$ cat src/hw/rtl/rprop_weight_update_top_macros.svh
// Assertion macros for the RPROP weight update block.
`ifndef RPROP_WEIGHT_UPDATE_TOP_MACROS_SVH
`define RPROP_WEIGHT_UPDATE_TOP_MACROS_SVH

// Check cons in the same cycle as ante.
`define RPWU_ASSERT_NOW(lbl, ante, cons, msg) \
    lbl: assert property (@(posedge i_clk) disable iff (!i_rst_n) (ante) |-> (cons)) \
        else $error(msg);

// Check cons in the cycle after ante.
`define RPWU_ASSERT_NEXT(lbl, ante, cons, msg) \
    lbl: assert property (@(posedge i_clk) disable iff (!i_rst_n) (ante) |=> (cons)) \
        else $error(msg);

`endif

$ cat src/hw/rtl/rpwu_pkg.sv
// Shared types and constants of the RPROP weight update block.
`default_nettype none

package rpwu_pkg;

    localparam int NUM_WEIGHTS = 1024;
    localparam int ADDR_W      = $clog2(NUM_WEIGHTS);
    localparam int IDX_W       = 10;
    localparam int WEIGHT_W    = 32;
    localparam int STEP_W      = 31;
    localparam int GAIN_W      = 16;
    localparam int GAIN_FRAC   = 14;
    localparam int Q_FRAC      = 24;
    localparam int REL_W       = STEP_W + WEIGHT_W - Q_FRAC;
    localparam int CFG_IDX_W   = 3;
    localparam int CFG_DATA_W  = 31;

    localparam logic [STEP_W-1:0] STEP_SAT = {STEP_W{1'b1}};

    localparam logic [GAIN_W-1:0] RST_GAIN_UP        = 16'd19661;
    localparam logic [GAIN_W-1:0] RST_GAIN_DOWN      = 16'd5407;
    localparam logic [STEP_W-1:0] RST_STEP_MAX       = 31'd838860800;
    localparam logic [STEP_W-1:0] RST_STEP_MIN       = 31'd17;
    localparam logic [STEP_W-1:0] RST_RELATIVE_LIMIT = 31'd0;
    localparam logic [STEP_W-1:0] RST_INITIAL_STEP   = 31'd16777216;

    typedef enum logic [CFG_IDX_W-1:0] {
        CFG_GAIN_UP        = 3'd0,
        CFG_GAIN_DOWN      = 3'd1,
        CFG_STEP_MAX       = 3'd2,
        CFG_STEP_MIN       = 3'd3,
        CFG_RELATIVE_LIMIT = 3'd4,
        CFG_INITIAL_STEP   = 3'd5
    } t_cfg_idx;

    typedef enum logic [1:0] {
        SGN_ZERO = 2'b00,
        SGN_POS  = 2'b01,
        SGN_NEG  = 2'b11
    } t_sign;

    typedef struct packed {
        logic [GAIN_W-1:0] gain_up;
        logic [GAIN_W-1:0] gain_down;
        logic [STEP_W-1:0] step_max;
        logic [STEP_W-1:0] step_min;
        logic [STEP_W-1:0] relative_limit;
        logic [STEP_W-1:0] initial_step;
    } t_cfg;

    typedef struct packed {
        logic  used;
        t_sign sign;
    } t_meta;

    typedef struct packed {
        logic              en;
        logic [ADDR_W-1:0] addr;
    } t_mem_rd;

    typedef struct packed {
        logic              en;
        logic [ADDR_W-1:0] addr;
        logic [STEP_W-1:0] step;
        t_meta             meta;
    } t_mem_wr;

    typedef struct packed {
        logic [STEP_W-1:0] step;
        t_sign             sign;
        logic              same;
        logic              opp;
    } t_step_res;

    typedef struct packed {
        logic [STEP_W-1:0]          step;
        logic signed [WEIGHT_W-1:0] weight;
        t_sign                      grad_sign;
    } t_s3;

endpackage

`default_nettype wire

$ cat src/hw/rtl/rpwu_step_calc.sv
// Step adaptation: gain multiply, saturation and limit for one entry.
`default_nettype none

module rpwu_step_calc import rpwu_pkg::*; (
    input  wire t_cfg               i_cfg,
    input  wire logic [STEP_W-1:0]  i_step,
    input  wire t_sign              i_last_sign,
    input  wire t_sign              i_grad_sign,
    input  wire logic [REL_W-1:0]   i_rel_prod,
    output t_step_res               o_res
);

    localparam int PROD_W   = STEP_W + GAIN_W;
    localparam int SCALED_W = PROD_W - GAIN_FRAC;

    logic                same;
    logic                opp;
    logic [GAIN_W-1:0]   gain;
    logic [PROD_W-1:0]   prod;
    logic [SCALED_W-1:0] scaled;
    logic [STEP_W-1:0]   scaled_sat;
    logic [STEP_W-1:0]   limit_rel;
    logic [STEP_W-1:0]   limit;

    assign same = (i_grad_sign != SGN_ZERO) && (i_last_sign != SGN_ZERO)
                  && (i_grad_sign == i_last_sign);
    assign opp  = (i_grad_sign != SGN_ZERO) && (i_last_sign != SGN_ZERO)
                  && (i_grad_sign != i_last_sign);

    assign gain       = same ? i_cfg.gain_up : i_cfg.gain_down;
    assign prod       = PROD_W'(i_step) * PROD_W'(gain);
    assign scaled     = prod[PROD_W-1:GAIN_FRAC];
    assign scaled_sat = (|scaled[SCALED_W-1:STEP_W]) ? STEP_SAT : scaled[STEP_W-1:0];

    assign limit_rel = (|i_rel_prod[REL_W-1:STEP_W]) ? STEP_SAT : i_rel_prod[STEP_W-1:0];
    assign limit     = (i_cfg.relative_limit != '0) ? limit_rel : i_cfg.step_max;

    always_comb begin
        o_res.same = same;
        o_res.opp  = opp;
        if (same) begin
            o_res.step = (scaled_sat < limit) ? scaled_sat : limit;
            o_res.sign = i_grad_sign;
        end else if (opp) begin
            o_res.step = (scaled_sat > i_cfg.step_min) ? scaled_sat : i_cfg.step_min;
            o_res.sign = SGN_ZERO;
        end else begin
            o_res.step = i_step;
            o_res.sign = i_grad_sign;
        end
    end

endmodule

`default_nettype wire

$ cat config.mk
export PLATFORM = sky130hd
export DESIGN_NAME = rpwu_step_calc
export DESIGN_NICKNAME = d
export VERILOG_FILES = /design/src/hw/rtl/rprop_weight_update_top_macros.svh /design/src/hw/rtl/rpwu_pkg.sv /design/src/hw/rtl/rpwu_step_calc.sv
export SDC_FILE = /design/constraint.sdc
export NUM_CORES = 1
export LEC_CHECK = 0
export BUFFER_PORTS_ARGS = -buffer_cell sky130_fd_sc_hd__buf_4
export CORE_MARGIN = 2
export CORE_UTILIZATION = 45
export DETAILED_ROUTE_END_ITERATION = 8
export SYNTH_ARGS = -nofsm -noshare
export SYNTH_HDL_FRONTEND = slang
export SYNTH_SLANG_ARGS = --single-unit
$ cat constraint.sdc
create_clock -name vclk -period 24.6
set_input_delay 3.69 -clock vclk [all_inputs]
set_output_delay 3.69 -clock vclk [all_outputs]
set_load 0.005 [all_outputs]
[Yosys cells after proc, flatten, opt, wreduce, memory -nomap -nowiden]
Cells that the tools add are included.
Storage, ports and cells
  flip-flop bits (word level): 0
  bits of input ports: 230
  output and inout port bits: 35
  word-level logic and storage cells: 21
Cells by class
  multipliers: 1
  $lt $le $gt $ge: 2
  eq/ne operators: 2
  mux-type cells: 8
  reductions and logical operators: 8
Operator list (count)
  two-way mux 31 bit: 5
  two-way mux 33 bit: 2
  multiplier 31 x 16 -> 47 bit: 1
  greater-than comparator 31 bit: 1
  less-than comparator 31 bit: 1
  nonzero test 31 bit: 1
  two-way mux 16 bit: 1
  OR reduction 8 bit: 1
  nonzero test 2 bit: 2
  logical AND 1 bit: 3
  == test 2 bit: 1
  inequality test 2 bit: 1
  OR reduction 2 bit: 1

[Logic depth before layout (Yosys ltp)]
  word-level depth: 11
  depth in mapped cells: 48

[Least setup slack after synthesis]
No wires, ideal clock.
  path type: in2out
  from: input i_grad_sign[0]
  to: output o_res[30] in the netlist's numbering
  data arrival time: 13.871 ns
  required time: 20.910 ns
  slack: 7.039 ns
  stages on the path: 44
  buffers on the path: 7
  cell sequence: clkbuf_1 -> or4bb_1 -> o21a_1 -> inv_1 -> clkbuf_1 -> nand2_1 -> nand2_1 -> clkbuf_1 -> nand2_1 -> fa_1 -> inv_1 -> fa_1 -> inv_1 -> fa_1 -> inv_1 -> fa_1 -> fa_1 -> inv_1 -> [... 8 more ...] -> a221o_1 -> buf_6 -> nor2_1 -> clkbuf_1 -> clkbuf_1 -> nand2_1 -> ha_1 -> nand3_1 -> nor4_1 -> a221oi_1 -> o211ai_1 -> nor2_1 -> a21oi_1 -> o41ai_4 -> or2_1 -> buf_2 -> o211a_1 -> or3_1
RTL lines
  from (decl): RTL line rpwu_step_calc.sv:8  | input wire t_sign i_grad_sign,
  to (decl): RTL line rpwu_step_calc.sv:10  | output t_step_res o_res

==> results.sh <==
export IMPL_status="finished, final reports clean"
export IMPL_dieArea_um2=45400
export IMPL_fin_crit_sh_pct=82.1
export IMPL_dpl_hpwl_um=50200
export IMPL_core_area_um2=43100
export IMPL_worstSetupStartpoint="i_grad_sign[0]"
export IMPL_pin_count=265
export IMPL_die_w_um=213
export IMPL_critPathTopFamily="compound AO/OA/AOI/OAI gates"
export IMPL_cts_resized=0
export IMPL_drive_above_1_share_pct=10.9
export IMPL_startpoint_type="primary input"
export IMPL_yosysTopAreaCellShare_pct=41.0
export IMPL_drc=0
export IMPL_nClkBuffers=0
export IMPL_slew_headroom_pct=13.0
export IMPL_synth_seq_area_share_pct=0
export IMPL_crit_cells=44
export IMPL_cts_hold_buffers=0
export IMPL_cp_data_arrival_time_ps=16510
export IMPL_routed_wl_um=61700
export IMPL_path_max_fanout=33
export IMPL_routedWlPerCell_um=19.6
export IMPL_grt_pass1_vias=18562
export IMPL_via_per_inst=5.58
export IMPL_gp_congestion=0.914
export IMPL_syn2layout_area_growth_pct=10.8
export IMPL_required_ps=20910
export IMPL_path_class="in2out"
export IMPL_worst_pin_slew_ps=1290
export IMPL_grt_usage_pct=28.5
export IMPL_synthTopCellsByArea="fa_1, ha_1, inv_1"
export IMPL_endpoint_kind="primary output"
export IMPL_start_util_pct=45.6
export IMPL_setup_tns_ps=0
export IMPL_cp_slowest_cell="nand2_1"
export IMPL_critical_path_max_stage_delay_ps=890
export IMPL_path_buf_inv=12
export IMPL_finalNetCount=3376
export IMPL_rsz0062_at_grt="false"
export IMPL_yosys_area_top_type="fa_1"
export IMPL_crit_end="o_res[30]"
export IMPL_syn_inst=2452
export IMPL_antenna_found_initial=0
export IMPL_n_sequential_cell=0
export IMPL_synth_most_common_cell="inv_1"
export IMPL_finalMaxSlewViolations=0
export IMPL_layout_min_cycle_time_ps=20200
export IMPL_syn_mean_instance_area_um2=8.02
export IMPL_drtPass1Iterations=5
export IMPL_netlist_area_um2=19700
export IMPL_syn_nets=3260
export IMPL_hold_viol=0
export IMPL_diodes=0
export IMPL_vias=17571
export IMPL_yosysWarnings=0
export IMPL_grt_max_degree=35
export IMPL_max_freq_mhz=49.5
export IMPL_drtAntennaViolNets=0
export IMPL_numPortBuffers=234
export IMPL_fp_dieH_um=213
export IMPL_synth_distinct_cells=73
export IMPL_maxCapViolations=0
export IMPL_setup_violations=0
export IMPL_cpMostUsedCell="buf_4"
export IMPL_cts_setup_buffers=0
export IMPL_grt_pass1_wl_um=102000
export IMPL_hold_path_class="in2out"
export IMPL_synth_commonest_cells="inv_1, nand2_1, fa_1"
export IMPL_rows=76
export IMPL_drt_iter0_drc=1203
export IMPL_grt_ovfl_total=0
export IMPL_register_area_um2=0
## per-layer routing
| layer | up-vias | track usage (%) | routed length, um |
|---|---|---|---|
| met5 | - | 0 | 0 |
| met4 | 0 | 5.84 | 1410 |
| met3 | 99 | 2.37 | 2960 |
| met2 | 518 | 49.9 | 30800 |
| met1 | 8986 | 38.5 | 26500 |
| li1 | 7968 | - | - |
## layout by cell type, fill, tap and decap left out, types with 7 or more instances in the layout
master	Yosys	routed
a31oi_1	8	8
xor2_1	15	14
nand2_1	432	432
and4_1	8	8
a211oi_1	7	7
o21bai_1	12	12
nor2_1	37	36
nor4_1	13	13
o21a_1	11	11
and2_1	198	198
and3_1	11	11
nand3_1	16	16
nor3_1	16	16
nand4_1	30	30
xnor2_1	20	20
fa_1	403	403
ha_1	175	175
o31ai_1	33	33
buf_4	3	262
a21o_1	31	31
a21oi_1	74	74
or3_1	35	35
o21ai_0	59	59
nand2b_1	9	9
a32oi_1	25	25
inv_1	492	492
o211ai_1	52	52
## kinds of logic after synthesis
family,synth area share (%)
xor+xnor,1.64
buf+inv,12.4
fa+ha+maj,52.2
compound gates,13.3
simple gates,20.5
## cell type report
class | count | area (um^2)
multi-input combinational | 1812 | 17300
tap | 585 | 732
timing repair buffer | 262 | 1970
inverter | 492 | 1850
fill | 4284 | 21300
## per-stage QoR
step           setup slack (ps)  hold slack, ps  cells  util, %  instance area [um^2]
2_1_floorplan              7040            7490   2452        -                 19700
3_3_place_gp               4580            7750   3151     50.6                 21800
3_5_place_dp               4500            7750   3151     50.6                 21800
4_1_cts                    4480            7750   3151     50.6                 21800
5_1_grt                    3670            7780   3151     50.6                 21800
6_report                   4400            7750   3151     50.6                 21800
## worst min path at each step
stage	from	to	cells after the start
2_1_floorplan	i_step[2]	o_res[6]	2
3_3_place_gp	i_grad_sign[0]	o_res[2]	3
3_5_place_dp	i_grad_sign[0]	o_res[2]	3
4_1_cts	i_grad_sign[0]	o_res[2]	3
5_1_grt	i_grad_sign[0]	o_res[2]	3
6_report	i_grad_sign[0]	o_res[2]	3
Power is not shown: default switching activity piles up to over one toggle a cycle in this logic, so the estimate is an artifact.
