`config.mk`:
```
export PLATFORM = sky130hd
export DESIGN_NAME = rpwu_cfg_regs
export DESIGN_NICKNAME = d
export VERILOG_FILES = /design/src/hw/rtl/rprop_weight_update_top_macros.svh /design/src/hw/rtl/rpwu_pkg.sv /design/src/hw/rtl/rpwu_cfg_regs.sv
export SDC_FILE = /design/constraint.sdc
export NUM_CORES = 1
export LEC_CHECK = 0
export BUFFER_PORTS_ARGS = -buffer_cell sky130_fd_sc_hd__buf_2
export CAP_MARGIN = 0
export CORE_UTILIZATION = 45
export CTS_CLUSTER_SIZE = 28
export DETAILED_ROUTE_END_ITERATION = 12
export PLACE_DENSITY_LB_ADDON = 0.12
export RECOVER_POWER = 100
export SYNTH_ARGS = -nofsm -noshare
export SYNTH_HDL_FRONTEND = slang
export SYNTH_SLANG_ARGS = --single-unit
```
`constraint.sdc`:
```
create_clock -name i_clk -period 1.25 [get_ports i_clk]
set_input_delay 0.25 -clock i_clk [delete_from_list [all_inputs] [get_ports i_clk]]
set_output_delay 0.25 -clock i_clk [all_outputs]
set_load 0.02 [all_outputs]
```
`src/hw/rtl/rprop_weight_update_top_macros.svh`:
```
// Assertion macros for the RPROP weight update block.
`ifndef RPROP_WEIGHT_UPDATE_TOP_MACROS_SVH
`define RPROP_WEIGHT_UPDATE_TOP_MACROS_SVH

// Check cons in the same cycle as ante.
`define RPWU_ASSERT_NOW(lbl, ante, cons, msg) \
    lbl: assert property (@(posedge i_clk) disable iff (!i_rst_n) (ante) |-> (cons)) \
        else $error(msg);

// Check cons in the cycle after ante.
`define RPWU_ASSERT_NEXT(lbl, ante, cons, msg) \
    lbl: assert property (@(posedge i_clk) disable iff (!i_rst_n) (ante) |=> (cons)) \
        else $error(msg);

`endif

```
`src/hw/rtl/rpwu_pkg.sv`:
```
// Shared types and constants of the RPROP weight update block.
`default_nettype none

package rpwu_pkg;

    localparam int NUM_WEIGHTS = 1024;
    localparam int ADDR_W      = $clog2(NUM_WEIGHTS);
    localparam int IDX_W       = 10;
    localparam int WEIGHT_W    = 32;
    localparam int STEP_W      = 31;
    localparam int GAIN_W      = 16;
    localparam int GAIN_FRAC   = 14;
    localparam int Q_FRAC      = 24;
    localparam int REL_W       = STEP_W + WEIGHT_W - Q_FRAC;
    localparam int CFG_IDX_W   = 3;
    localparam int CFG_DATA_W  = 31;

    localparam logic [STEP_W-1:0] STEP_SAT = {STEP_W{1'b1}};

    localparam logic [GAIN_W-1:0] RST_GAIN_UP        = 16'd19661;
    localparam logic [GAIN_W-1:0] RST_GAIN_DOWN      = 16'd5407;
    localparam logic [STEP_W-1:0] RST_STEP_MAX       = 31'd838860800;
    localparam logic [STEP_W-1:0] RST_STEP_MIN       = 31'd17;
    localparam logic [STEP_W-1:0] RST_RELATIVE_LIMIT = 31'd0;
    localparam logic [STEP_W-1:0] RST_INITIAL_STEP   = 31'd16777216;

    typedef enum logic [CFG_IDX_W-1:0] {
        CFG_GAIN_UP        = 3'd0,
        CFG_GAIN_DOWN      = 3'd1,
        CFG_STEP_MAX       = 3'd2,
        CFG_STEP_MIN       = 3'd3,
        CFG_RELATIVE_LIMIT = 3'd4,
        CFG_INITIAL_STEP   = 3'd5
    } t_cfg_idx;

    typedef enum logic [1:0] {
        SGN_ZERO = 2'b00,
        SGN_POS  = 2'b01,
        SGN_NEG  = 2'b11
    } t_sign;

    typedef struct packed {
        logic [GAIN_W-1:0] gain_up;
        logic [GAIN_W-1:0] gain_down;
        logic [STEP_W-1:0] step_max;
        logic [STEP_W-1:0] step_min;
        logic [STEP_W-1:0] relative_limit;
        logic [STEP_W-1:0] initial_step;
    } t_cfg;

    typedef struct packed {
        logic  used;
        t_sign sign;
    } t_meta;

    typedef struct packed {
        logic              en;
        logic [ADDR_W-1:0] addr;
    } t_mem_rd;

    typedef struct packed {
        logic              en;
        logic [ADDR_W-1:0] addr;
        logic [STEP_W-1:0] step;
        t_meta             meta;
    } t_mem_wr;

    typedef struct packed {
        logic [STEP_W-1:0] step;
        t_sign             sign;
        logic              same;
        logic              opp;
    } t_step_res;

    typedef struct packed {
        logic [STEP_W-1:0]          step;
        logic signed [WEIGHT_W-1:0] weight;
        t_sign                      grad_sign;
    } t_s3;

endpackage

`default_nettype wire

```
`src/hw/rtl/rpwu_cfg_regs.sv`:
```
// Configuration register file of the RPROP weight update block.
`default_nettype none

module rpwu_cfg_regs import rpwu_pkg::*; (
    input  wire logic                  i_clk,
    input  wire logic                  i_rst_n,
    input  wire logic                  i_cfg_we,
    input  wire logic [CFG_IDX_W-1:0]  i_cfg_idx,
    input  wire logic [CFG_DATA_W-1:0] i_cfg_wdata,
    output t_cfg                       o_cfg
);

    t_cfg r_cfg;

    always_ff @(posedge i_clk) begin
        if (!i_rst_n) begin
            r_cfg.gain_up        <= RST_GAIN_UP;
            r_cfg.gain_down      <= RST_GAIN_DOWN;
            r_cfg.step_max       <= RST_STEP_MAX;
            r_cfg.step_min       <= RST_STEP_MIN;
            r_cfg.relative_limit <= RST_RELATIVE_LIMIT;
            r_cfg.initial_step   <= RST_INITIAL_STEP;
        end else if (i_cfg_we) begin
            unique case (t_cfg_idx'(i_cfg_idx))
                CFG_GAIN_UP:        r_cfg.gain_up        <= i_cfg_wdata[GAIN_W-1:0];
                CFG_GAIN_DOWN:      r_cfg.gain_down      <= i_cfg_wdata[GAIN_W-1:0];
                CFG_STEP_MAX:       r_cfg.step_max       <= i_cfg_wdata[STEP_W-1:0];
                CFG_STEP_MIN:       r_cfg.step_min       <= i_cfg_wdata[STEP_W-1:0];
                CFG_RELATIVE_LIMIT: r_cfg.relative_limit <= i_cfg_wdata[STEP_W-1:0];
                CFG_INITIAL_STEP:   r_cfg.initial_step   <= i_cfg_wdata[STEP_W-1:0];
                default: ;
            endcase
        end
    end

    assign o_cfg = r_cfg;

endmodule

`default_nettype wire

```
# Word-level counts from Yosys, hierarchy flattened
# Cells that the tools add are included.
# word_totals
input_bits	37
register_bits	156
wordCells	18
# op_classes
n_reduce_logical	7
eq_ne	5
# ops
operator	count
$reduce_and A2 Y1	6
$eq A3 B2 Y1 const B	2
$eq A3 B3 Y1 const B	2
$eq A3 B1 Y1 const B	1
$logic_not A3 Y1	1

# Longest topological paths before layout
# Gate-level depths: netlist of run 1.
# depth
depth_word	2
depth_mapped	5
mapped_depth_nobuf	2

# Worst setup path before layout of run 1
# Ideal clock, no wire load.
# synth_timing
path_type	input-to-reg
start	input port i_cfg_idx[0]
end	register r_cfg (netlist bit o_cfg[145])
cell_stages	4
arrival_ns	1.121
setup_ns	0.123
path_slack_ns	0.006
path_cell_list	buf_6 > or4b_4 > buf_6 > mux2i_1
# synth_between
elab_chain_len	2
# synth_rtl
item	line_no	rtl
from (decl)	rpwu_cfg_regs.sv:8	input wire logic [CFG_IDX_W-1:0] i_cfg_idx,
$logic_not A3 Y1	rpwu_cfg_regs.sv:24	unique case (t_cfg_idx'(i_cfg_idx))
$reduce_and A2 Y1 (no source line)	--	
to (decl)	rpwu_cfg_regs.sv:13	t_cfg r_cfg;
# No other way between the ends.
# A chain may end at the register's enable or synchronous reset.

# Worst setup path after layout of run 1
# layout_timing
start	register r_cfg (netlist bit o_cfg[129])
end	output port o_cfg[129] (netlist bit)
# layout_rtl
item	line_no	rtl
to (decl)	rpwu_cfg_regs.sv:10	output t_cfg o_cfg
# No word-level cell between the ends.

==> flow_summary_export.csv, run 1 <==
group,metric,value,unit
outcome,status,"complete, no violations",
drt,drt-met1-wl,6201,um
final_layout,fin_util,60.84,%
critical_path,reg2regPathDepth,2,
critical_path,cp-start-kind,"register",
cts,clock_latency,420,ps
sta,hold_viol,0,
final_layout,most-common-layout-cells,"nand2_1 (165), clkbuf_2 (158), mux2i_1 (156), dfxtp_1 (156), buf_2 (42)",
final_layout,final_cells,944,
power,sequentialPowerShare,45.1,%
sta,fin_crit,1222,ps
die,start_util,46.21,%
sta,finalCritPeriodShare,97.76,%
grt,track_usage,22.24,%
cts,cts.path.max_buffers,2,
final_layout,fill_cells,1124,
drt,wl,14440,um
critical_path,crit_path_end,"o_cfg[129]",
final_layout,drive_above_1_share,32.25,%
final_layout,final_common_cell,"nand2_1",
drt,viasPerCell,4.800,
cts,htree_num_levels,4,
sta,relSlewSlack,64.81,%
critical_path,path_buf_inv,1,
power,peakVddDrop,818.3,uV
yosys,postSynthCellCount,565,
drt,drt_iter0_drc,214,
critical_path,r2r_end,"o_cfg[31]",
sta,grt_setup_unrepaired,"no",
critical_path,worst-path-stages,1,
grt,grt_pass1_wl,22450,um
yosys,yosysSeqAreaShare,53.55,%
die,core,12620,um2
final_layout,antennaDiodeCount,0,
cts,postCtsHoldBufs,0,
die,die-area,13420,um2
cts,root_buffer,"clkbuf_16",
cts,post_cts_buffers,0,
placement,routabilityCongestion,0.7595,
yosys,synth_seq_cells,156,
placement,placed_cell_area,7106,um2
sta,worst_slew_pin_slew,527.8,ps
critical_path,end_kind,"primary output",
job,max_cap_violations,0,
critical_path,critPathArrivalTime,970,ps
yosys,yosysTopAreaCell,"dfxtp_1",
die,ios,193,
power,p_sw_share,22.18,%
sta,fmax,0.8183,GHz
drt,wl_per_cell,15.29,um
power,p_leak,3.906,nW
critical_path,cp_max_fo,2,
critical_path,slowest_stage,"dfxtp_1",
sta,final.setup.tns,0,ps
final_layout,area_delta_synth_final,31.65,%
min_path,hold_path_class,"in -> reg",
cts,cts_sinks,156,
power,p_clk_share,47.8,%
yosys,yosysUniqueCellTypes,15,
yosys,ys_top_cells_by_area,"dfxtp_1 (54%), mux2i_1 (27%), nand2_1 (11%), nor2b_1 (4.1%), clkbuf_1 (1.4%)",
drt,ant_nets,0,
critical_path,crit_type,"reg -> out",
sta,drv_slew,0,
cts,cts-resized-gates,0,
drt,topRoutingLayerUsed,"met4",
sta,setup_viol,0,
yosys,syn_avg_cell_area,10.32,um2
yosys,syn_nets,602,
cts,tritoncts,"yes",
grt,grt_pass1_vias,4375,
drt,vias,4531,
critical_path,regToRegSetupSlack,590,ps
critical_path,path_cells,"clkbuf_2",
placement,dp_hpwl,10290,um
critical_path,startpoint,"o_cfg[129]",
yosys,syn_area,5832,um2
die,die_w,115.8,um
final_layout,largest_register_ff_count,156,
power,p_comb_share,7.1,%
power,cellPowerDensity,1484,nW/um2
sta,fin_worst_skew,0,ps
drt,met2WireLength,7029,um
die,fp.dieH,115.8,um
die,rows,41,
min_path,min_path_cells,3,
power,p_switching,2.528,mW
grt,grt_max_degree,53,
critical_path,crit_family,"flip-flops",
placement,portBuffers,192,
grt,grt.overflow.total,0,
placement,dp.cells,912,
yosys,yosysTopAreaCellShare,53.55,%
critical_path,worst_r2r_startpoint,"o_cfg[31]",
final_layout,final_area,7677,um2
grt,grt_antenna_before_repair,0,
yosys,synth_warnings,0,
cts,clk_pin_slew,60,ps
final_layout,nets,796,
drt,wl_met3,1029,um
power,p_int,8.869,mW
drt,drcViolationCount,0,
cts,cts_buffers,17,
critical_path,cp_slowest_stage_delay,370,ps
critical_path,crit_required,1000,ps
drt,dr.pass1.iters,5,
## layout make-up
type	count	area, um2	area share [%]
clock buffers	20	466.7	6.079
flip-flops and latches	156	3123	40.68
clock inverters	12	167.7	2.184
multi-input cells	367	2537	33.05
well taps	172	215.2	2.803
repair buffers	217	1167	15.21
## worst min path at each step
stage                 endpoint       startpoint  slack, ps
CTS                 o_cfg[154]  i_cfg_wdata[14]         90
detailed placement  o_cfg[104]       o_cfg[104]        440
global placement    o_cfg[101]       o_cfg[101]        440
floorplan            o_cfg[24]  i_cfg_wdata[24]        410
finish              o_cfg[154]  i_cfg_wdata[14]        110
global route        o_cfg[154]  i_cfg_wdata[14]        110
## kinds of logic after synthesis
logic type | count (synthesis) | share of synthesized area, %
AND/OR/NAND/NOR | 211 | 16.16
multiplexers | 156 | 26.78
flip-flops | 156 | 53.55
buffers and inverters | 42 | 3.519
## power groups by stage
stage               Sequential, mW  Combinational (mW)  Clock, mW
floorplan                     5.38               0.368          0
global placement              5.24               0.817          0
detailed placement            5.25               0.833          0
CTS                           5.14               0.837       5.52
global route                  5.15               0.881       5.77
finish                        5.14               0.810       5.44
## worst min-delay path, stage by stage
cell     delay, ps
buf_2           90
nor2b_1         40
mux2i_1        110
## per-layer routing
layer	vias up	track usage, %
met2	132	37.62
met1	2129	25.86
met3	17	8.368
met4	0	7.521
met5	-	0
li1	2253	-
## Yosys cell counts
library cell  number
and4bb_2           1
buf_1              1
buf_2             14
buf_4              4
buf_6              2
clkbuf_1          21
dfxtp_1          156
mux2i_1          156
nand2_1          165
nand4b_1           2
nand4bb_1          2
nor2b_1           38
nor4b_1            1
nor4bb_1           1
or4b_4             1
## stage by stage
stage | setup slack (ps) | hold slack (ps) | total power [mW]
after detailed placement | -129.9 | 443.0 | 6.080
after CTS | 28.20 | 88.85 | 11.50
after global routing | 4.887 | 105.6 | 11.80
after floorplan | 5.898 | 410.5 | 5.748
final | 28.00 | 105.4 | 11.40
after global placement | -60.26 | 439.5 | 6.060
Note: power is estimated with default switching activity, not from simulation.
==> run 2, diff against run 1 <==
PLACE_DENSITY = 0.78   (was default)
PLACE_DENSITY_LB_ADDON = default   (was 0.12)
==> flow_summary_export.csv, run 2 (synthesized netlist as in run 1, its figures left out) <==
group,metric,value,unit
die,die_w,115.8,um
critical_path,cp-start-kind,"register",
min_path,hp-start,"i_cfg_wdata[7]",
critical_path,crit_type,"reg -> out",
die,rows,41,
outcome,status,"complete, no violations",
cts,tritoncts,"yes",
final_layout,nets,793,
power,cellPowerDensity,1489,nW/um2
final_layout,area_delta_synth_final,30.55,%
power,p_leak,3.856,nW
sta,grt_setup_unrepaired,"no",
cts,cts_sinks,156,
sta,fin_crit,1206,ps
final_layout,ff_latch_area,3123,um2
grt,grt_pass1_vias,4545,
drt,wl_per_cell,15.71,um
sta,worst_slack,44.06,ps
critical_path,path_buf_inv,1,
cts,cts-resized-gates,0,
cts,cts_buffers,17,
cts,postCtsHoldBufs,0,
cts,clock_latency,410,ps
placement,routabilityCongestion,0.7530,
critical_path,r2r_end,"o_cfg[31]",
critical_path,reg2regPathDepth,2,
final_layout,fill_cells,1084,
sta,fin_worst_skew,0,ps
die,ios,193,
final_layout,most-common-layout-cells,"nand2_1 (165), clkbuf_2 (162), mux2i_1 (156), dfxtp_1 (156), nor2b_1 (38)",
sta,setup_viol,0,
critical_path,worst_r2r_startpoint,"o_cfg[31]",
sta,drv_slew,0,
critical_path,critPathArrivalTime,960,ps
critical_path,slowest_stage,"dfxtp_1",
grt,track_usage,22.16,%
drt,viasPerCell,4.898,
power,total_power,11.34,mW
critical_path,crit_family,"flip-flops",
critical_path,path_cells,"buf_2",
cts,cts.path.max_buffers,2,
final_layout,final_common_cell,"nand2_1",
die,die-area,13420,um2
min_path,hold_path_class,"in -> reg",
job,max_cap_violations,0,
placement,placed_cell_area,7121,um2
critical_path,end_kind,"primary output",
placement,dp_hpwl,10340,um
grt,grt.overflow.total,0,
sta,hold_viol,0,
placement,portBuffers,192,
cts,clk_pin_slew,60,ps
critical_path,cp_max_fo,2,
drt,dr.pass1.iters,4,
critical_path,cp_slowest_stage_delay,350,ps
grt,grt_max_degree,64,
cts,root_buffer,"clkbuf_16",
final_layout,multi_input_area,2522,um2
die,start_util,46.21,%
critical_path,crit_required,1000,ps
final_layout,largest_register_ff_count,156,
grt,grt_antenna_before_repair,0,
power,peakVddDrop,760.7,uV
final_layout,antennaDiodeCount,0,
cts,htree_num_levels,4,
critical_path,regToRegSetupSlack,610,ps
sta,whs,109.7,ps
drt,drt_iter0_drc,196,
final_layout,drive_above_1_share,31.86,%
cts,post_cts_buffers,0,
drt,vias,4609,
final_layout,final_area,7614,um2
die,fp.dieH,115.8,um
sta,relSlewSlack,51.62,%
min_path,hold-path-endpoint,"o_cfg[147]",
drt,drcViolationCount,0,
drt,ant_nets,0,
min_path,min_path_cells,3,
sta,worst_slew_pin_slew,725.7,ps
placement,dp.cells,909,
sta,finalCritPeriodShare,96.47,%
drt,wl,14780,um
die,core,12620,um2
placement,pre_cts_ws,-186.8,ps
sta,fmax,0.8292,GHz
critical_path,worst-path-stages,1,
final_layout,final_cells,941,
grt,grt_pass1_wl,22500,um
==> run 2: per-layer routing <==
layer / GRT usage [%] / wire (um)
met4: 8.291 / 257
met1: 25.56 / 6226
met5: 0 / 0
met2: 37.58 / 7184
met3: 8.054 / 1111
==> run 2: area by class of cell <==
cell class | count | area share (%)
clock inverters | 15 | 2.580
well taps | 172 | 2.827
flip-flops and latches | 156 | 41.02
multi-input cells | 367 | 33.13
repair buffers | 214 | 14.86
clock buffers | 17 | 5.588
==> run 2: report_power, final <==
part           switching, mW  internal (mW)
Combinational          0.510          0.292
Sequential            0.0610           5.08
Clock                   2.05           3.34
==> run 2: through the flow <==
step / setup TNS, ps / utilization [%]
floorplan: 0 / -
global placement: -2808 / 56.42
detailed placement: -6119 / 56.42
CTS: 0 / 61.35
global route: 0 / 60.33
finish: 0 / 60.33
==> run 2: worst max-delay path by stage <==
stage | startpoint | endpoint
detailed placement | i_cfg_we | o_cfg[100]
CTS | o_cfg[4] | o_cfg[4]
finish | o_cfg[4] | o_cfg[4]
global placement | i_cfg_idx[0] | o_cfg[153]
global route | o_cfg[4] | o_cfg[4]
floorplan | i_cfg_idx[0] | o_cfg[145]
==> run 3, diff against run 2 <==
BUFFER_PORTS_ARGS = -buffer_cell sky130_fd_sc_hd__buf_4   (was -buffer_cell sky130_fd_sc_hd__buf_2)
TNS_END_PERCENT = 20   (was default)
==> flow_summary_export.csv, run 3 (synthesized netlist as in run 1, its figures left out) <==
group,metric,value,unit
power,p_leak,3.915,nW
drt,vias,4687,
sta,fin_worst_skew,0,ps
cts,post_cts_buffers,0,
cts,htree_num_levels,4,
critical_path,crit_required,1000,ps
die,die_w,115.8,um
sta,whs,106.5,ps
grt,grt_antenna_before_repair,0,
cts,cts_sinks,156,
drt,ant_nets,0,
sta,fmax,0.8162,GHz
final_layout,largest_register_ff_count,156,
power,total_power,11.43,mW
cts,postCtsHoldBufs,0,
drt,drt_iter0_drc,188,
placement,placed_cell_area,7644,um2
min_path,hold_path_class,"in -> reg",
die,fp.dieH,115.8,um
final_layout,drive_above_1_share,31.48,%
critical_path,cp_slowest_stage_delay,390,ps
critical_path,crit_type,"reg -> out",
grt,grt.overflow.total,0,
sta,fin_crit,1225,ps
critical_path,crit_family,"flip-flops",
final_layout,nets,799,
power,peakVddDrop,885.5,uV
sta,worst_slack,24.84,ps
sta,setup_viol,0,
cts,cts-resized-gates,0,
die,start_util,46.21,%
job,max_cap_violations,0,
die,ios,193,
placement,routabilityCongestion,0.8005,
grt,track_usage,22.99,%
drt,wl_per_cell,15.88,um
cts,cts_buffers,17,
cts,cts.path.max_buffers,2,
placement,portBuffers,192,
sta,relSlewSlack,62.85,%
grt,grt_pass1_vias,4645,
critical_path,critPathArrivalTime,980,ps
drt,wl,15040,um
sta,finalCritPeriodShare,98.01,%
critical_path,path_cells,"buf_4",
cts,clock_latency,410,ps
drt,viasPerCell,4.949,
final_layout,final_cells,947,
outcome,status,"complete, no violations",
critical_path,cp-start-kind,"register",
placement,dp.cells,915,
sta,hold_viol,0,
die,core,12620,um2
critical_path,path_buf_inv,1,
placement,dp_hpwl,10690,um
final_layout,final_common_cell,"nand2_1",
final_layout,area_delta_synth_final,32.91,%
power,cellPowerDensity,1475,nW/um2
final_layout,most-common-layout-cells,"nand2_1 (165), mux2i_1 (156), dfxtp_1 (156)",
drt,dr.pass1.iters,4,
placement,pre_cts_ws,-168.6,ps
die,rows,41,
cts,clk_pin_slew,60,ps
sta,grt_setup_unrepaired,"no",
critical_path,slowest_stage,"dfxtp_1",
drt,drcViolationCount,0,
critical_path,cp_max_fo,2,
cts,tritoncts,"yes",
die,die-area,13420,um2
final_layout,antennaDiodeCount,0,
grt,grt_pass1_wl,23400,um
sta,worst_slew_pin_slew,557.2,ps
final_layout,final_area,7751,um2
cts,root_buffer,"clkbuf_16",
critical_path,end_kind,"primary output",
sta,drv_slew,0,
grt,grt_max_degree,67,
-- run 3: changes by cell type in the layout (fill, tap and decap cells not counted), sizes merged --
cell / change
clkinv: -1
clkbuf: -5
clkinvlp: -1
buf: +15
inv: -2
-- run 3: power by group --
group	internal, mW	switching, mW
logic	0.333	0.515
registers	5.08	0.0627
clock network	3.44	2.00
-- run 3: worst paths after layout --
| path | from | to | slack, ps | cells past startpoint |
|---|---|---|---|---|
| setup / recovery | o_cfg[151] | o_cfg[151] | 20 | 1 |
| hold / removal | i_cfg_wdata[29] | o_cfg[122] | 110 | 3 |
| setup reg to reg | o_cfg[143] | o_cfg[143] | 550 | 2 |
| hold reg to reg | o_cfg[108] | o_cfg[108] | 460 | 2 |
-- run 3: metrics by stage --
step	utilization, %	TNS, ps
final	61.42	0
after global routing	61.42	0
after CTS	65.54	0
after detailed placement	60.57	-6651
after global placement	60.57	-2727
after floorplan	-	0
-- run 3: cell type report --
cell class | instances | area [um2]
Sequential cell | 156 | 3123
Timing Repair Buffer | 220 | 1271
Clock buffer | 21 | 460.4
Tap cell | 172 | 215.2
Fill cell | 1136 | 4868
Multi-Input combinational cell | 367 | 2515
Clock inverter | 11 | 166.4
-- run 3: layer usage --
metal | vias to the layer above | routed length (um) | GRT usage [%] | part of all wire (%)
li1 | 2263 | - | - | -
met1 | 2255 | 6560 | 27.55 | 44
met2 | 153 | 7206 | 37.54 | 48
met3 | 16 | 1075 | 8.839 | 7.1
met4 | 0 | 196 | 8.205 | 1.3
met5 | - | 0 | 0 | 0
