**config.mk**
```make
export PLATFORM = sky130hd
export DESIGN_NAME = rpwu_weight_sat_flat
export DESIGN_NICKNAME = d
export VERILOG_FILES = /design/src/hw/rtl/rprop_weight_update_top_macros.svh /design/src/hw/rtl/rpwu_pkg.sv /design/src/hw/rtl/rpwu_if.sv /design/src/hw/rtl/rpwu_weight_sat.sv /design/src/flat_wrapper.sv
export SDC_FILE = /design/constraint.sdc
export NUM_CORES = 1
export LEC_CHECK = 0
export ABC_AREA = 1
export BUFFER_PORTS_ARGS = -buffer_cell sky130_fd_sc_hd__buf_4
export CORE_UTILIZATION = 35
export CTS_CLUSTER_SIZE = 8
export DETAILED_ROUTE_END_ITERATION = 8
export HOLD_SLACK_MARGIN = 0.08
export PLACE_DENSITY = 0.56
export SLEW_MARGIN = 10
export SYNTH_ARGS = -nofsm -noshare
export SYNTH_HDL_FRONTEND = slang
export SYNTH_SLANG_ARGS = --single-unit
```
**constraint.sdc**
```tcl
create_clock -name i_clk -period 5.45 [get_ports i_clk]
set_input_delay 0.545 -clock i_clk [delete_from_list [all_inputs] [get_ports i_clk]]
set_output_delay 0.545 -clock i_clk [all_outputs]
set_load 0.03 [all_outputs]
```
**src/hw/rtl/rprop_weight_update_top_macros.svh**
```systemverilog
// Assertion macros for the RPROP weight update block.
`ifndef RPROP_WEIGHT_UPDATE_TOP_MACROS_SVH
`define RPROP_WEIGHT_UPDATE_TOP_MACROS_SVH

// Check cons in the same cycle as ante.
`define RPWU_ASSERT_NOW(lbl, ante, cons, msg) \
    lbl: assert property (@(posedge i_clk) disable iff (!i_rst_n) (ante) |-> (cons)) \
        else $error(msg);

// Check cons in the cycle after ante.
`define RPWU_ASSERT_NEXT(lbl, ante, cons, msg) \
    lbl: assert property (@(posedge i_clk) disable iff (!i_rst_n) (ante) |=> (cons)) \
        else $error(msg);

`endif

```
**src/hw/rtl/rpwu_pkg.sv**
```systemverilog
// Shared types and constants of the RPROP weight update block.
`default_nettype none

package rpwu_pkg;

    localparam int NUM_WEIGHTS = 1024;
    localparam int ADDR_W      = $clog2(NUM_WEIGHTS);
    localparam int IDX_W       = 10;
    localparam int WEIGHT_W    = 32;
    localparam int STEP_W      = 31;
    localparam int GAIN_W      = 16;
    localparam int GAIN_FRAC   = 14;
    localparam int Q_FRAC      = 24;
    localparam int REL_W       = STEP_W + WEIGHT_W - Q_FRAC;
    localparam int CFG_IDX_W   = 3;
    localparam int CFG_DATA_W  = 31;

    localparam logic [STEP_W-1:0] STEP_SAT = {STEP_W{1'b1}};

    localparam logic [GAIN_W-1:0] RST_GAIN_UP        = 16'd19661;
    localparam logic [GAIN_W-1:0] RST_GAIN_DOWN      = 16'd5407;
    localparam logic [STEP_W-1:0] RST_STEP_MAX       = 31'd838860800;
    localparam logic [STEP_W-1:0] RST_STEP_MIN       = 31'd17;
    localparam logic [STEP_W-1:0] RST_RELATIVE_LIMIT = 31'd0;
    localparam logic [STEP_W-1:0] RST_INITIAL_STEP   = 31'd16777216;

    typedef enum logic [CFG_IDX_W-1:0] {
        CFG_GAIN_UP        = 3'd0,
        CFG_GAIN_DOWN      = 3'd1,
        CFG_STEP_MAX       = 3'd2,
        CFG_STEP_MIN       = 3'd3,
        CFG_RELATIVE_LIMIT = 3'd4,
        CFG_INITIAL_STEP   = 3'd5
    } t_cfg_idx;

    typedef enum logic [1:0] {
        SGN_ZERO = 2'b00,
        SGN_POS  = 2'b01,
        SGN_NEG  = 2'b11
    } t_sign;

    typedef struct packed {
        logic [GAIN_W-1:0] gain_up;
        logic [GAIN_W-1:0] gain_down;
        logic [STEP_W-1:0] step_max;
        logic [STEP_W-1:0] step_min;
        logic [STEP_W-1:0] relative_limit;
        logic [STEP_W-1:0] initial_step;
    } t_cfg;

    typedef struct packed {
        logic  used;
        t_sign sign;
    } t_meta;

    typedef struct packed {
        logic              en;
        logic [ADDR_W-1:0] addr;
    } t_mem_rd;

    typedef struct packed {
        logic              en;
        logic [ADDR_W-1:0] addr;
        logic [STEP_W-1:0] step;
        t_meta             meta;
    } t_mem_wr;

    typedef struct packed {
        logic [STEP_W-1:0] step;
        t_sign             sign;
        logic              same;
        logic              opp;
    } t_step_res;

    typedef struct packed {
        logic [STEP_W-1:0]          step;
        logic signed [WEIGHT_W-1:0] weight;
        t_sign                      grad_sign;
    } t_s3;

endpackage

`default_nettype wire

```
**src/hw/rtl/rpwu_if.sv**
```systemverilog
// Request and response stream interfaces of the RPROP weight update block.
`default_nettype none


interface rpwu_rsp_if import rpwu_pkg::*; ();
    logic                       valid;
    logic                       ready;
    logic signed [WEIGHT_W-1:0] new_weight;
    logic [STEP_W-1:0]          new_step;

    modport source (output valid, output new_weight, output new_step, input ready);
    modport sink   (input valid, input new_weight, input new_step, output ready);
endinterface

`default_nettype wire

```
**src/hw/rtl/rpwu_weight_sat.sv**
```systemverilog
// Weight move stage and response output register.
`default_nettype none

module rpwu_weight_sat import rpwu_pkg::*; (
    input  wire logic   i_clk,
    input  wire logic   i_rst_n,
    input  wire logic   i_load,
    input  wire t_s3    i_data,
    output logic        o_free,
    rpwu_rsp_if.source  o_rsp
);

    localparam int SUM_W = WEIGHT_W + 1;

    logic                       r_v3;
    t_s3                        r_s3;
    logic                       r_ov;
    logic signed [WEIGHT_W-1:0] r_new_weight;
    logic [STEP_W-1:0]          r_new_step;

    logic                       n_out_free;
    logic signed [SUM_W-1:0]    n_sum;
    logic signed [WEIGHT_W-1:0] n_weight;

    assign n_out_free = !r_ov || o_rsp.ready;
    assign o_free     = !r_v3 || n_out_free;

    always_comb begin
        case (r_s3.grad_sign)
            SGN_POS: n_sum = SUM_W'(r_s3.weight) - $signed({2'b00, r_s3.step});
            SGN_NEG: n_sum = SUM_W'(r_s3.weight) + $signed({2'b00, r_s3.step});
            default: n_sum = SUM_W'(r_s3.weight);
        endcase
        if (n_sum[SUM_W-1] != n_sum[SUM_W-2]) begin
            n_weight = n_sum[SUM_W-1] ? {1'b1, {(WEIGHT_W-1){1'b0}}}
                                      : {1'b0, {(WEIGHT_W-1){1'b1}}};
        end else begin
            n_weight = n_sum[WEIGHT_W-1:0];
        end
    end

    always_ff @(posedge i_clk) begin
        if (!i_rst_n) begin
            r_v3 <= 1'b0;
            r_ov <= 1'b0;
        end else begin
            if (o_free) begin
                r_v3 <= i_load;
            end
            if (n_out_free) begin
                r_ov <= r_v3;
            end
        end
    end

    always_ff @(posedge i_clk) begin
        if (i_load) begin
            r_s3 <= i_data;
        end
        if (r_v3 && n_out_free) begin
            r_new_weight <= n_weight;
            r_new_step   <= r_s3.step;
        end
    end

    assign o_rsp.valid      = r_ov;
    assign o_rsp.new_weight = r_new_weight;
    assign o_rsp.new_step   = r_new_step;

endmodule

`default_nettype wire

```
**src/flat_wrapper.sv**
```systemverilog
// flat-port wrapper written by rule: the top's interface ports become plain ports
module rpwu_weight_sat_flat import rpwu_pkg::*;
  (i_clk, i_rst_n, i_load, i_data, o_free, o_rsp_valid, o_rsp_new_weight, o_rsp_new_step, o_rsp_ready);
  rpwu_rsp_if o_rsp_i ();
  input  wire logic i_clk;
  input  wire logic i_rst_n;
  input  wire logic i_load;
  input  wire t_s3 i_data;
  output logic o_free;
  output wire logic [$bits(o_rsp_i.valid)-1:0] o_rsp_valid;
  output wire logic [$bits(o_rsp_i.new_weight)-1:0] o_rsp_new_weight;
  output wire logic [$bits(o_rsp_i.new_step)-1:0] o_rsp_new_step;
  input wire logic [$bits(o_rsp_i.ready)-1:0] o_rsp_ready;
  assign o_rsp_valid = o_rsp_i.valid;
  assign o_rsp_new_weight = o_rsp_i.new_weight;
  assign o_rsp_new_step = o_rsp_i.new_step;
  assign o_rsp_i.ready = o_rsp_ready;
  rpwu_weight_sat u_core (.i_clk(i_clk), .i_rst_n(i_rst_n), .i_load(i_load), .i_data(i_data), .o_free(o_free), .o_rsp(o_rsp_i));
endmodule
```
### After elaboration in Yosys (flattened, before gate mapping)

Cells that the tools add are included.

* register bits: 130
* output and inout port bits: 65
* word-level logic and storage cells: 20
* input bits: 69

* equal/unequal tests: 3
* mux-type cells: 3
* reductions and logical operators: 5
* add/subtract/negate cells: 2

Operators by type and width (count)
* $pmux W33 S2: 1
* $mux W32: 2
* $add A32 B32 Y33: 1
* $sub A32 B32 Y33: 1
* $eq A2 B1 Y1 const B: 1
* $eq A2 B2 Y1 const B: 1
* $logic_not A1 Y1: 2
* $logic_or A1 B1 Y1: 2
* $logic_and A1 B1 Y1: 1
* $ne A1 B1 Y1: 1

### Longest topological paths before layout

Gate-level depths: netlist of the first run.

* depth after elaboration: 4
* depth in mapped cells: 25
* mapped depth without buffers: 24

### Worst setup path before layout of the first run

Ideal clock, no wire load.

* path kind: input -> register
* start point: input port o_rsp_ready
* end point: register u_core.r_new_step[0] (netlist: u_core.o_rsp.new_step[0]), enable pin
* buffers on the path: 0
* arrival time: 3.650 ns
* setup time: 0.505 ns
* slack: 1.296 ns
* stages on the path: 2
* required time: 4.945 ns
* cell sequence: inv_1 -> a21oi_1

* cells in the longest elaborated chain, start to end: 2

Ends and longest elaborated chain
* start: declaration: line flat_wrapper.sv:13 `input wire logic [$bits(o_rsp_i.ready)-1:0] o_rsp_ready;`
* $logic_or A1 B1 Y1: line rpwu_weight_sat.sv:25 `assign n_out_free = !r_ov || o_rsp.ready;`
* $logic_and A1 B1 Y1: line rpwu_weight_sat.sv:60 `if (r_v3 && n_out_free) begin`
* end signal: assignment: line rpwu_weight_sat.sv:62 `r_new_step <= r_s3.step;`
* end: declaration: line rpwu_weight_sat.sv:19 `logic [STEP_W-1:0] r_new_step;`

Every way passes these cells.
A chain may end at the register's enable or synchronous reset.

### Worst setup path after layout of the first run

* start point: register u_core.r_s3[36] (netlist bit)
* end point: register u_core.r_new_weight[1] (netlist: u_core.o_rsp.new_weight[1]) (data pin)

* cells in the longest elaborated chain, start to end: 4
* elaborated cells between the ends (all ways): 6
* classes of those cells: 2 x add/sub; 1 x eq/ne; 3 x mux

Ends and longest elaborated chain
* start: declaration: line rpwu_weight_sat.sv:16 `t_s3 r_s3;`
* start signal: assignment: line rpwu_weight_sat.sv:58 `r_s3 <= i_data;`
* $add A32 B32 Y33 / $sub A32 B32 Y33 (equally long branches): line rpwu_weight_sat.sv:31, rpwu_weight_sat.sv:30
* $pmux W33 S2 *: line rpwu_weight_sat.sv:29 `case (r_s3.grad_sign)`
* $mux W32 / $ne A1 B1 Y1 (equally long branches): line rpwu_weight_sat.sv:35, rpwu_weight_sat.sv:34
* $mux W32 *: line rpwu_weight_sat.sv:34 `if (n_sum[SUM_W-1] != n_sum[SUM_W-2]) begin`
* via u_core.n_weight[1]: line rpwu_weight_sat.sv:23 `logic signed [WEIGHT_W-1:0] n_weight;`
* end signal: assignment: line rpwu_weight_sat.sv:61 `r_new_weight <= n_weight;`
* end: declaration: line rpwu_weight_sat.sv:18 `logic signed [WEIGHT_W-1:0] r_new_weight;`

Mark *: on every way through the listed nets, which the timed path passes. The rest lies on a longest branch.

==> impl_metrics.env, run 1 <==
export IMPL_postCtsSetupRepairBufs=0
export IMPL_synth_top_cell_area_share_pct=49.0
export IMPL_synth_area_leaders="sky130_fd_sc_hd__edfxtp_1, sky130_fd_sc_hd__nand2_1, sky130_fd_sc_hd__inv_1"
export IMPL_period_share_pct=73.4
export IMPL_drc_errors=0
export IMPL_ios=134
export IMPL_setup_worst_path_end_class="register"
export IMPL_drt_wirelength_um=20400
export IMPL_initialDrtViolationCount=408
export IMPL_synth_edff_count=128
export IMPL_cts_hold_buffers=0
export IMPL_synth_most_common_cell="sky130_fd_sc_hd__nand2_1"
export IMPL_synth_ff_type="sky130_fd_sc_hd__edfxtp_1"
export IMPL_layout_nets=1177
export IMPL_dieWidth_um=152
export IMPL_number_of_instances_in_the_synthesized_netlist=931
export IMPL_category_of_the_critical_setup_timing_path="reg2reg"
export IMPL_slew_viol_final=0
export IMPL_cts_root_buf="sky130_fd_sc_hd__clkbuf_16"
export IMPL_startpoint_type="register"
export IMPL_fin_total_pwr_mw=3.38
export IMPL_async_flop_share_pct=0
export IMPL_syn2layout_area_growth_pct=23.8
export IMPL_max_slew_margin_rel_pct=42.4
export IMPL_core_area_um2=21900
export IMPL_num_antenna_cells=0
export IMPL_grt_overflow_total=0
export IMPL_post_cts_repair_resize_count=0
export IMPL_yosysUniqueCellTypes=34
export IMPL_layout_filler_cells=2219
export IMPL_ir_worst_vdd_mv=0.212
export IMPL_number_of_port_buffers=133
export IMPL_antenna_found_initial=0
export IMPL_gr_usage_all_layers_pct=18.4
export IMPL_cts_tree="done"
export IMPL_synth_top_cells_by_count="sky130_fd_sc_hd__nand2_1, sky130_fd_sc_hd__inv_1, sky130_fd_sc_hd__edfxtp_1"
export IMPL_worst_ep_required_time_ns=5.60
export IMPL_gpl_final_weighted_congestion=0.908
export IMPL_floorplan_initialDensity_pct=35.8
export IMPL_first_pass_iters=5
export IMPL_post_drt_wl_per_cell_um=15.0
export IMPL_clk_latency_ns=0.42
export IMPL_grt_first_pass_wirelength_um=31700
export IMPL_setup_viol=0
export IMPL_timing_final_hold_violations=0
export IMPL_worst_hold_path_type="in2reg"
export IMPL_seq_area_frac_synth_pct=49.5
export IMPL_vert_die_dim_um=152
export IMPL_synthesis_warning_total=0
export IMPL_synth_cell_area_um2=7840
export IMPL_synth_area_leader_cell="sky130_fd_sc_hd__edfxtp_1"
export IMPL_routed_via_count=6322
export IMPL_drv_max_cap_violation_count=0
export IMPL_avgViaCountPerCell=4.63
export IMPL_ys_ff_latch=130
export IMPL_worst_setup_hold_path_clk_slew_ns=0.06
export IMPL_worst_clk_skew_ns=0.00628
export IMPL_pwrdens_nw_per_um2=348
export IMPL_worstPathMaxFanout=5
export IMPL_timing_critical_path_arrival_ns=4.15
export IMPL_cts_max_level=4
export IMPL_clock_buffer_count_from_cts=17
export IMPL_outcome="finished, final reports clean"
export IMPL_total_area_of_sequential_cells_um2=3880
export IMPL_multi_input_area_um2=3350
export IMPL_design_die_area_um2=23000
export IMPL_rsz0062_at_grt="no"
export IMPL_static_leakage_power_nw=4.62
export IMPL_grt_start_max_net_pins=67
export IMPL_clock_tree_buffer_depth=2
export IMPL_clkSinkCount=130
export IMPL_post_detailed_placement_half_perimeter_wirelength_um=15800
export IMPL_mappedNetlistNets=1035
export IMPL_fin_tns_setup_ns=0
export IMPL_achievable_frequency_mhz=250
export IMPL_drive_gt1_share_pct=17.7
export IMPL_syn_mean_instance_area_um2=8.42
export IMPL_row_cnt=54
export IMPL_timing_worst_slew_pin_value_ns=0.863
export IMPL_route_antenna_remaining_nets=0
export IMPL_min_period_ns=4.00
export IMPL_via_count_of_the_first_global_routing_pass=6016
==> power by group <==
part / internal (mW) / switching [mW]
Clock: 0.676 / 0.450
Sequential: 1.21 / 0.0517
Combinational: 0.352 / 0.637
Total: 2.24 / 1.14
==> final cells by class <==
| class | instances | share of cell area (%) |
|---|---|---|
| repair buffers | 137 | 10.6 |
| inverters | 139 | 5.38 |
| clock inverters | 12 | 1.38 |
| well taps | 280 | 3.61 |
| multi-input cells | 648 | 34.5 |
| clock buffers | 20 | 4.50 |
| flip-flops and latches | 130 | 40.0 |
==> path summary, 6_finish.rpt <==
path,start,end,slack [ns],cells after the start
worst min register to register,u_core.r_s3[62],u_core.o_rsp.new_step[28],0.45,0
worst max register to register,u_core.r_s3[36],u_core.o_rsp.new_weight[1],1.45,20
worst min-delay path,i_data[63],u_core.r_s3[63],0.29,1
worst max-delay path,u_core.r_s3[36],u_core.o_rsp.new_weight[1],1.45,20
==> cells by family (layout without fill, tap and decap cells) <==
kind of cell	after synthesis	after routing	synth area share (%)
AO/OA/AOI/OAI	77	77	5.20
XOR/XNOR	44	44	4.92
adder cells (fa/ha/maj)	35	35	5.68
buffers and inverters	153	308	7.85
flip-flops	130	130	49.5
multiplexers	3	3	0.383
AND/OR/NAND/NOR	489	489	26.4
==> state kept, by name, summed over array words and instances (netlist names) <==
register                 count
u_core.r_s3                 65
u_core.o_rsp.new_step       31
u_core.o_rsp.valid           1
u_core.o_rsp.new_weight     32
u_core.r_v3                  1
==> cell usage in the layout (no fill, tap or decap), types with 5 or more instances in the layout <==
master / n
sky130_fd_sc_hd__nand2_2: 9
sky130_fd_sc_hd__buf_4: 137
sky130_fd_sc_hd__nand4_1: 7
sky130_fd_sc_hd__nor3_1: 6
sky130_fd_sc_hd__clkbuf_16: 17
sky130_fd_sc_hd__xnor2_1: 19
sky130_fd_sc_hd__inv_1: 138
sky130_fd_sc_hd__o21ai_0: 35
sky130_fd_sc_hd__nand2_1: 332
sky130_fd_sc_hd__a21oi_1: 32
sky130_fd_sc_hd__nand3_2: 6
sky130_fd_sc_hd__nand3b_1: 9
sky130_fd_sc_hd__ha_1: 34
sky130_fd_sc_hd__nor2_1: 74
sky130_fd_sc_hd__o21bai_1: 5
sky130_fd_sc_hd__nand3_1: 36
sky130_fd_sc_hd__xor2_1: 25
sky130_fd_sc_hd__edfxtp_1: 128
==> through the flow <==
stage	hold slack [ns]	cells	area, um^2	utilization [%]	worst slack (ns)
after floorplan	0.426	931	7840	-	1.30
after global placement	0.450	1334	9140	41.7	1.42
after detailed placement	0.441	1334	9140	41.7	1.38
after CTS	0.281	1366	9710	44.3	1.37
after global routing	0.273	1366	9710	44.3	1.00
final	0.293	1366	9710	44.3	1.45
==> critical path, cell delays in order, from the launching register on <==
cell and delay [ns]:
sky130_fd_sc_hd__edfxtp_1 0.43, sky130_fd_sc_hd__inv_1 0.12, sky130_fd_sc_hd__nand3_1 0.10, sky130_fd_sc_hd__nor2_1 0.09, sky130_fd_sc_hd__nand2_1 0.07, sky130_fd_sc_hd__nor2_1 0.29
sky130_fd_sc_hd__nand3_1 0.23, sky130_fd_sc_hd__o21ai_0 0.25, sky130_fd_sc_hd__xor2_1 0.19, sky130_fd_sc_hd__inv_1 0.06, sky130_fd_sc_hd__ha_1 0.35, sky130_fd_sc_hd__a21oi_1 0.25
sky130_fd_sc_hd__nand2_1 0.09, sky130_fd_sc_hd__nand2_1 0.06, sky130_fd_sc_hd__nand3_1 0.07, sky130_fd_sc_hd__nor2_1 0.20, sky130_fd_sc_hd__nand2_1 0.09, sky130_fd_sc_hd__nand2_2 0.12
sky130_fd_sc_hd__nand3_2 0.14, sky130_fd_sc_hd__nor2_1 0.36, sky130_fd_sc_hd__o21ai_0 0.15
==> metal layers <==
layer	track usage, %	share of wire, %
met5	0	0
met4	6.14	1.7
met3	3.77	5.8
met2	27.2	43
met1	26.6	49
Note: power is estimated with default switching activity, not from simulation.
==> inputs of run 2 (changes only) <==
Settings changed: PLACE_DENSITY 0.56 to 0.58.
Clock period 5.45 ns to 3.5 ns, I/O delays scaled along.
==> run 2 against run 1 <==
Against the previous run:
- critical endpoint is now u_core.o_rsp.new_weight[30]
- sequential power rose by 54%
- worst setup slack got worse by 1.5 ns
- the flow now finishes with violations (setup timing)
- highest routed layer unchanged
- critical path depth rose by 3
- final cell count rose by 7.3%
- flip-flop and latch count did not move
- die area did not move
- first-iteration DRC count fell by 28%
- worst hold slack got worse by 0.19 ns
- clock-buffer cell count fell by 3
==> impl_metrics.env, run 2 (same netlist as run 1, synthesis figures left out) <==
export IMPL_total_area_of_sequential_cells_um2=3880
export IMPL_initialDrtViolationCount=295
export IMPL_cts_root_buf="sky130_fd_sc_hd__clkbuf_16"
export IMPL_antenna_found_initial=0
export IMPL_preCtsSetupSlack_ns=-0.269
export IMPL_placed_cell_area_um2=9580
export IMPL_setup_slack_ns=-0.0635
export IMPL_cts_tree="done"
export IMPL_worst_hold_path_type="in2reg"
export IMPL_design_die_area_um2=23000
export IMPL_achievable_frequency_mhz=281
export IMPL_row_cnt=54
export IMPL_gr_usage_all_layers_pct=19.7
export IMPL_syn2layout_area_growth_pct=39.7
export IMPL_worst_ep_required_time_ns=3.67
export IMPL_dieWidth_um=152
export IMPL_reg2reg_setup_slack_ns=-0.06
export IMPL_min_period_ns=3.56
export IMPL_cp_startpoint="u_core.r_s3[34]"
export IMPL_timing_worst_slew_pin_value_ns=0.855
export IMPL_drc_errors=0
export IMPL_largest_register="u_core.r_s3"
export IMPL_clock_tree_buffer_depth=2
export IMPL_fin_tns_setup_ns=-1.02
export IMPL_via_count_of_the_first_global_routing_pass=6400
export IMPL_clock_buffer_count_from_cts=17
export IMPL_clkSinkCount=130
export IMPL_avgViaCountPerCell=4.60
export IMPL_power_share_clock_pct=31.5
export IMPL_largest_register_ff_count=65
export IMPL_setup_viol=31
export IMPL_rsz0062_at_grt="yes"
export IMPL_static_leakage_power_nw=5.15
export IMPL_cts_max_level=4
export IMPL_final_cell_area_um2=11000
export IMPL_outcome="complete, but fails checks"
export IMPL_mostFrequentLayoutCell="sky130_fd_sc_hd__nand2_1"
export IMPL_setup_worst_path_end_class="register"
export IMPL_violations="setup timing"
export IMPL_number_of_port_buffers=133
export IMPL_grt_start_max_net_pins=67
export IMPL_drv_max_cap_violation_count=0
export IMPL_drt_wirelength_um=21900
export IMPL_category_of_the_critical_setup_timing_path="reg2reg"
export IMPL_post_detailed_placement_half_perimeter_wirelength_um=16600
export IMPL_layout_filler_cells=2115
export IMPL_slew_viol_final=0
export IMPL_gpl_final_weighted_congestion=0.918
export IMPL_grt_first_pass_wirelength_um=33800
export IMPL_fin_total_pwr_mw=5.65
export IMPL_comb_power_share_pct=33.7
export IMPL_timing_critical_path_to="u_core.o_rsp.new_weight[30]"
export IMPL_startpoint_type="register"
export IMPL_max_slew_margin_rel_pct=43.0
export IMPL_swShare_pct=34.0
export IMPL_drive_gt1_share_pct=29.8
export IMPL_period_share_pct=102
export IMPL_sw_power_mw=1.92
export IMPL_ir_worst_vdd_mv=0.348
export IMPL_num_antenna_cells=0
export IMPL_internal_power_mw=3.73
export IMPL_first_pass_iters=4
export IMPL_worst_clk_skew_ns=0.0122
export IMPL_pwrdens_nw_per_um2=516
export IMPL_worstPathMaxFanout=5
export IMPL_reg_to_reg_critical_path_endpoint="u_core.o_rsp.new_weight[30]"
export IMPL_grt_overflow_total=0
export IMPL_route_antenna_remaining_nets=0
export IMPL_layout_nets=1277
export IMPL_timing_final_hold_violations=0
export IMPL_core_area_um2=21900
export IMPL_floorplan_initialDensity_pct=35.8
export IMPL_regToRegStartpoint="u_core.r_s3[34]"
export IMPL_worst_setup_hold_path_clk_slew_ns=0.06
export IMPL_vert_die_dim_um=152
export IMPL_power_share_sequential_pct=34.8
export IMPL_post_drt_wl_per_cell_um=15.0
export IMPL_mostFrequentLayoutCells="sky130_fd_sc_hd__nand2_1, sky130_fd_sc_hd__buf_4, sky130_fd_sc_hd__inv_1, sky130_fd_sc_hd__edfxtp_1, sky130_fd_sc_hd__nor2_1"
export IMPL_routed_via_count=6742
export IMPL_clk_latency_ns=0.43
export IMPL_timing_critical_path_arrival_ns=3.73
export IMPL_reg2reg_depth=23
export IMPL_ios=134
export IMPL_multi_input_area_um2=3780
==> run 2: how the worst min path moves through the flow <==
| stage | endpoint | slack (ns) | cells past startpoint | startpoint |
|---|---|---|---|---|
| global route | u_core.r_s3[50] | 0.08 | 1 | i_data[50] |
| global placement | u_core.o_rsp.new_step[1] | 0.43 | 0 | u_core.r_s3[35] |
| finish | u_core.r_s3[59] | 0.1 | 1 | i_data[59] |
| detailed placement | u_core.o_rsp.new_step[28] | 0.44 | 0 | u_core.r_s3[62] |
| CTS | u_core.r_s3[5] | 0.08 | 1 | i_data[5] |
| floorplan | u_core.o_rsp.new_step[1] | 0.43 | 0 | u_core.r_s3[35] |
==> run 2: through the flow <==
stage,utilization (%),std cells,hold WS (ns)
2_1_floorplan,-,931,0.426
3_3_place_gp,43.8,1392,0.434
3_5_place_dp,43.8,1392,0.436
4_1_cts,49.0,1457,0.0801
5_1_grt,50.0,1466,0.0780
6_report,50.0,1466,0.0990
==> run 2: worst max-delay path: stages (launching register included) <==
cell and delay [ns]:
sky130_fd_sc_hd__edfxtp_1 0.40, sky130_fd_sc_hd__inv_2 0.12, sky130_fd_sc_hd__ha_4 0.16, sky130_fd_sc_hd__nand3_4 0.10, sky130_fd_sc_hd__nor2_4 0.13, sky130_fd_sc_hd__buf_4 0.12
sky130_fd_sc_hd__nand3_2 0.09, sky130_fd_sc_hd__nand2_2 0.08, sky130_fd_sc_hd__o21ai_1 0.10, sky130_fd_sc_hd__a21oi_1 0.19, sky130_fd_sc_hd__xor2_1 0.26, sky130_fd_sc_hd__ha_2 0.37
sky130_fd_sc_hd__nand2_2 0.10, sky130_fd_sc_hd__a21oi_1 0.06, sky130_fd_sc_hd__nor2_1 0.13, sky130_fd_sc_hd__nand2_2 0.08, sky130_fd_sc_hd__a21oi_4 0.13, sky130_fd_sc_hd__nand3_2 0.10
sky130_fd_sc_hd__nand2_2 0.09, sky130_fd_sc_hd__nor2_4 0.05, sky130_fd_sc_hd__buf_12 0.13, sky130_fd_sc_hd__nor2_4 0.10, sky130_fd_sc_hd__buf_6 0.14, sky130_fd_sc_hd__o21ai_1 0.06
==> run 2: power by group through the flow <==
stage          logic [mW]  registers (mW)  clock network [mW]
2_1_floorplan       0.974            2.10                   0
6_report             1.90            1.96                1.78
4_1_cts              1.82            1.97                1.82
5_1_grt              2.11            1.98                1.87
3_3_place_gp         1.66            2.00                   0
3_5_place_dp         1.67            2.00                   0
==> run 2: what timing repair did <==
item,4_1_cts,5_1_grt
endpoints found under the setup margin,31,32
hold buffers,11,0
gates cloned,2,1
setup buffers,20,9
resized for setup,70,41
endpoints found under the hold margin,11,0
pin swaps,42,28
==> run 2: area by class of cell <==
type                            instances  share of cell area (%)
Inverter                              139                    4.76
Sequential cell                       130                    35.5
Multi-Input combinational cell        651                    34.5
Clock buffer                           17                    3.88
Tap cell                              280                    3.20
Timing Repair Buffer                  234                    16.8
Clock inverter                         15                    1.45
==> run 2: metal layers <==
layer	part of all wire [%]	track usage (%)	up-vias
li1	-	-	3483
met1	48	27.6	3071
met3	4.6	3.41	34
met2	44	29.8	154
met5	0	0	-
met4	2.7	8.66	0
